`src/hw/rtl/grow_only_counter_replica_macros.svh`:
```
// ----------------------------------------------------------------------------
// Grow-only counter replica assertion macros
// Shared assertion forms, clocked on clk_i and disabled while rst_ni is low.
// ----------------------------------------------------------------------------
`ifndef GROW_ONLY_COUNTER_REPLICA_MACROS_SVH
`define GROW_ONLY_COUNTER_REPLICA_MACROS_SVH

// Same-cycle implication.
`define GCR_ASSERT_IMPL(lbl, ante, cons, msg) \
  lbl: assert property (@(posedge clk_i) disable iff (!rst_ni) (ante) |-> (cons)) \
    else $error(msg);

// Next-cycle implication.
`define GCR_ASSERT_NEXT(lbl, ante, cons, msg) \
  lbl: assert property (@(posedge clk_i) disable iff (!rst_ni) (ante) |=> (cons)) \
    else $error(msg);

`endif

```
`src/hw/rtl/gcr_pkg.sv`:
```
// ----------------------------------------------------------------------------
// gcr_pkg
// Constants, codes and controller/datapath interface types.
// ----------------------------------------------------------------------------
package gcr_pkg;

  localparam int NODE_SLOTS = 64;
  localparam int NODE_W     = 6;
  localparam int CNT_W      = 64;
  localparam int NTOT_W     = 7;
  localparam int ACT_W      = $clog2(NODE_SLOTS + 1);

  typedef enum logic [2:0] {
    MODE_CLEAR   = 3'd0,
    MODE_ADD     = 3'd1,
    MODE_READ    = 3'd2,
    MODE_TOTAL   = 3'd3,
    MODE_MERGE   = 3'd4,
    MODE_COMPARE = 3'd5
  } mode_e;

  typedef enum logic [2:0] {
    ST_IDLE,
    ST_READ,
    ST_EXEC,
    ST_WINIT,
    ST_WALK
  } state_e;

  typedef struct packed {
    logic latch;
    logic mem_rd;
    logic exec;
    logic walk_init;
    logic walk_step;
    logic finish;
  } dp_cmd_t;

  typedef struct packed {
    logic cmp_last;
    logic walk_done;
  } dp_status_t;

endpackage

```
`src/hw/rtl/gcr_ctrl.sv`:
```
// ----------------------------------------------------------------------------
// gcr_ctrl
// Sequencing state machine: decodes a request and steps the datapath.
// ----------------------------------------------------------------------------
`include "grow_only_counter_replica_macros.svh"

module gcr_ctrl (
  input  logic                 clk_i,
  input  logic                 rst_ni,
  input  logic                 start,
  input  logic [2:0]           mode_i,
  input  gcr_pkg::dp_status_t  status_i,
  output gcr_pkg::dp_cmd_t     cmd_o,
  output logic                 busy
);
  import gcr_pkg::*;

  state_e state_q, state_d;

  always_ff @(posedge clk_i or negedge rst_ni) begin
    if (!rst_ni) begin
      state_q <= ST_IDLE;
    end else begin
      state_q <= state_d;
    end
  end

  always_comb begin
    state_d = state_q;
    unique case (state_q)
      ST_IDLE: begin
        if (start) begin
          unique case (mode_e'(mode_i)) inside
            MODE_TOTAL: state_d = ST_WINIT;
            MODE_ADD, MODE_READ, MODE_MERGE, MODE_COMPARE: state_d = ST_READ;
            default: state_d = ST_EXEC;
          endcase
        end
      end
      ST_READ: state_d = ST_EXEC;
      ST_EXEC: begin
        state_d = status_i.cmp_last ? ST_WINIT : ST_IDLE;
      end
      ST_WINIT: state_d = ST_WALK;
      ST_WALK: begin
        if (status_i.walk_done) begin
          state_d = ST_IDLE;
        end
      end
      default: state_d = ST_IDLE;
    endcase
  end

  always_comb begin
    cmd_o = '0;
    unique case (state_q)
      ST_IDLE:  cmd_o.latch     = start;
      ST_READ:  cmd_o.mem_rd    = 1'b1;
      ST_EXEC:  cmd_o.exec      = 1'b1;
      ST_WINIT: cmd_o.walk_init = 1'b1;
      ST_WALK: begin
        cmd_o.walk_step = 1'b1;
        cmd_o.finish    = status_i.walk_done;
      end
      default: cmd_o = '0;
    endcase
  end

  assign busy = (state_q != ST_IDLE);

  `GCR_ASSERT_NEXT(a_start_leaves_idle, state_q == ST_IDLE && start, state_q != ST_IDLE, "accepted request did not start")
  `GCR_ASSERT_NEXT(a_walk_end_idle, state_q == ST_WALK && status_i.walk_done, state_q == ST_IDLE && !busy, "walk end did not release the block")

endmodule

```
`config.mk`:
```
export PLATFORM = sky130hd
export DESIGN_NAME = gcr_ctrl
export DESIGN_NICKNAME = d
export VERILOG_FILES = /design/src/hw/rtl/gcr_pkg.sv /design/src/hw/rtl/gcr_ctrl.sv
export VERILOG_INCLUDE_DIRS = /design/src /design/src/hw/rtl
export SDC_FILE = /design/constraint.sdc
export NUM_CORES = 1
export LEC_CHECK = 0
export BUFFER_PORTS_ARGS = -buffer_cell sky130_fd_sc_hd__buf_2
export CELL_PAD_IN_SITES_DETAIL_PLACEMENT = 0
export CELL_PAD_IN_SITES_GLOBAL_PLACEMENT = 2
export CORE_AREA = 5 5 42 44
export CTS_CLUSTER_DIAMETER = 50
export DETAILED_ROUTE_END_ITERATION = 6
export DIE_AREA = 0 0 47 49
export PLACE_DENSITY = 0.7
export SLEW_MARGIN = 20
export SYNTH_ARGS = -nofsm -noshare
export SYNTH_HDL_FRONTEND = slang
export SYNTH_SLANG_ARGS = --single-unit
```
`constraint.sdc`:
```
create_clock -name clk_i -period 4.2 [get_ports clk_i]
set_clock_uncertainty 0.2 [all_clocks]
set_input_delay 0.21 -clock clk_i [delete_from_list [all_inputs] [get_ports clk_i]]
set_output_delay 0.21 -clock clk_i [all_outputs]
set_load 0.02 [all_outputs]
```
==> results.cfg <==
[route]
detail_route.wirelength_um = 587
post_drt_wl_per_cell_um = 10.3
remaining_drc_errors = 0
detail_route.vias_per_cell = 4.02
detailedRoute.firstIterationViolations = 0
detailedRoute.firstPassIterationCount = 1
vias = 229
antenna_left = 0

[synth]
avgSynthCellArea_um2 = 9.84
synth.net_count = 30
postSynthRegisterBits = 3
share_of_the_yosys_chip_area_belonging_to_registers_pct = 34.7
muxShareOfSynthArea_pct = 5.20
synth_top_family_by_area = simple AND/OR/NAND/NOR gates
synth_fa_ha_area_share_pct = 0
synth_cells = 22
synth-xor-area-share_pct = 0
yosysWarnings = 0
yosys.area_share.simple_pct = 34.1
post_synthesis_cell_area_um2 = 216
yosys.cell_types.count = 16
synth_compound_gate_area_share_pct = 22.5

[setup_path]
cp-startpoint = state_q[0]$_DFFE_PN0P_
critPathMaxFanout = 8
critPathArrivalTime_ns = 1.35
endpoint_kind = output port
timing.critical_path.required_ns = 3.79
rrSetupSlack_ns = 2.82
worst-setup-path-type = flip-flop to output port
r2r_start = state_q[1]$_DFFE_PN0P_
startpoint_type = flip-flop

[clocking]
cts_post_setup_buffers_inserted = 0
root_cell_of_the_clock_tree = clkbuf_4
inserted_clock_buffers = 3
clock_tree.buffer_depth = 2
worstSkewPairLatency_ns = 0.23
worst_setup_hold_path_clk_slew_ns = 0.04
cts_tree = yes
tritoncts_num_sinks = 3
deepest_level_of_the_cts_h_tree = 1

[die]
initial_utilization_pct = 15.4
die_w_um = 47
die_height_um = 49
boundaryPins = 15
core_region_area_um2 = 1400
std_cell_rows = 14
die-area_um2 = 2300

[place]
place_congestion = 0.638
preCtsSetupSlack_ns = 2.68
numPlacedInstances = 52
port-buffer-count = 14
dpl.hpwl_um = 474

[layout]
area.growth.synth_to_final_pct = 58.4
flip_flop_count_of_the_largest_register_after_layout = 3
layoutNonFillerInstCount = 57
final_net_count = 50
reg_with_most_ffs = state_q
antenna-diode-count = 0
layout-drive-gt1-share_pct = 53.7
biggestRegsByFlops = state_q: 3 flops

[sta]
post-route-worst-setup-slack_ns = 2.44
final.period_utilization_pct = 41.8
timing.final.setup_violations = 0
max_clock_freq_mhz = 569
worst_pin_slew_ns = 0.248
grt_setup_unrepaired = no
finalHoldViolCount = 0
post-route-min-period_ns = 1.76
slew_headroom_pct = 83.3
hold-worst-slack_ns = 0.0570
fin_setup_tns_ns = 0
maxSlewViolCount = 0

[grt]
gr_util_all_layers_pct = 6.36
sum_of_overflow_across_all_layers_after_global_routing = 0
grt_antenna_before_repair = 0
grt_pass1_wl_mm = 1.04
largest_net_degree_at_the_start_of_global_routing = 9
first_global_vias = 259

[power_and_ir_drop]
power.leakage_nw = 0.179
power.density_cell_area_nw_per_um2 = 741
power.ir.vdd_worst_mv = 0.238

[job]
timing.max_cap.violations = 0

[run_status]
outcome = completed

[hold_path]
hold_path_origin = status_i[0]
worst_hold_path_type = input pin to flip-flop
-- cell usage in the layout (no fill, tap or decap), types with 2 or more instances in the layout --
cell / count
buf_2: 14
clkbuf_4: 3
dfrtp_1: 3
inv_1: 2
nor3_1: 3
nor3b_1: 2
-- report_power, final --
part / switching (mW) / internal [mW]
Clock: 0.0147 / 0.0356
Sequential: 0.0268 / 0.0424
Combinational: 0.0738 / 0.0607
Total: 0.115 / 0.139
-- metal layers --
| metal | vias up | track usage, % | wire length [um] |
|---|---|---|---|
| met5 | - | 0 | 0 |
| met4 | 0 | 4.15 | 0 |
| met3 | 0 | 3.32 | 88 |
| met2 | 15 | 7.24 | 197 |
| met1 | 96 | 8.87 | 302 |
| li1 | 118 | - | - |
-- kinds of logic after synthesis --
logic type / after synthesis
simple gates: 10
compound gates: 6
flops: 3
mux: 1
buf+inv: 2
-- Yosys cell counts --
library cell  n  area [um^2]
o211ai_1      1         7.51
a211oi_2      1         12.5
nor3_1        3         15.0
nand2b_4      1         13.8
mux2_2        1         11.3
or3_2         1         7.51
and2_1        1         6.26
dfrtp_1       3         75.1
nand2_1       1         3.75
o21a_1        1         7.51
nor3b_1       2         15.0
inv_1         2         7.51
a21oi_1       1         5.00
a21o_1        1         7.51
a211o_1       1         8.76
nor3b_2       1         12.5
-- path summary, 6_finish.rpt --
path                                                to  cells after the start
worst max-delay path                              busy                      2
worst min-delay path            state_q[2]$_DFFE_PN0P_                      3
worst min register to register  state_q[0]$_DFFE_PN0P_                      1
worst max register to register  state_q[0]$_DFFE_PN0P_                      3
max in group asynchronous       state_q[0]$_DFFE_PN0P_                      2
min in group asynchronous       state_q[1]$_DFFE_PN0P_                      2
-- timing repair --
action | CTS | global route
gates resized for setup | 0 | 0
hold buffers | 1 | 0
hold endpoints to repair | 3 | 0
-- worst max-delay path, stage by stage, from the launching register on --
cell and delay [ns]:
dfrtp_1 0.45, or3_2 0.50, buf_2 0.17
-- layout make-up --
type / instances / area, um^2
flip-flops and latches: 3 / 75.1
well taps: 16 / 20.0
clock buffers: 4 / 26.3
multi-input cells: 17 / 134
inverters: 2 / 7.51
repair buffers: 15 / 80.1
fillers: 164 / 1060
-- metrics by stage --
step                      utilization (%)  cell area [um^2]  total power, mW
final                                24.5               343            0.254
after global routing                 24.5               343            0.277
after CTS                            24.5               343            0.260
after detailed placement             21.9               307            0.205
after global placement               21.9               307            0.205
after floorplan                         -               216            0.159
No activity file was read; power rests on OpenSTA's default activity.
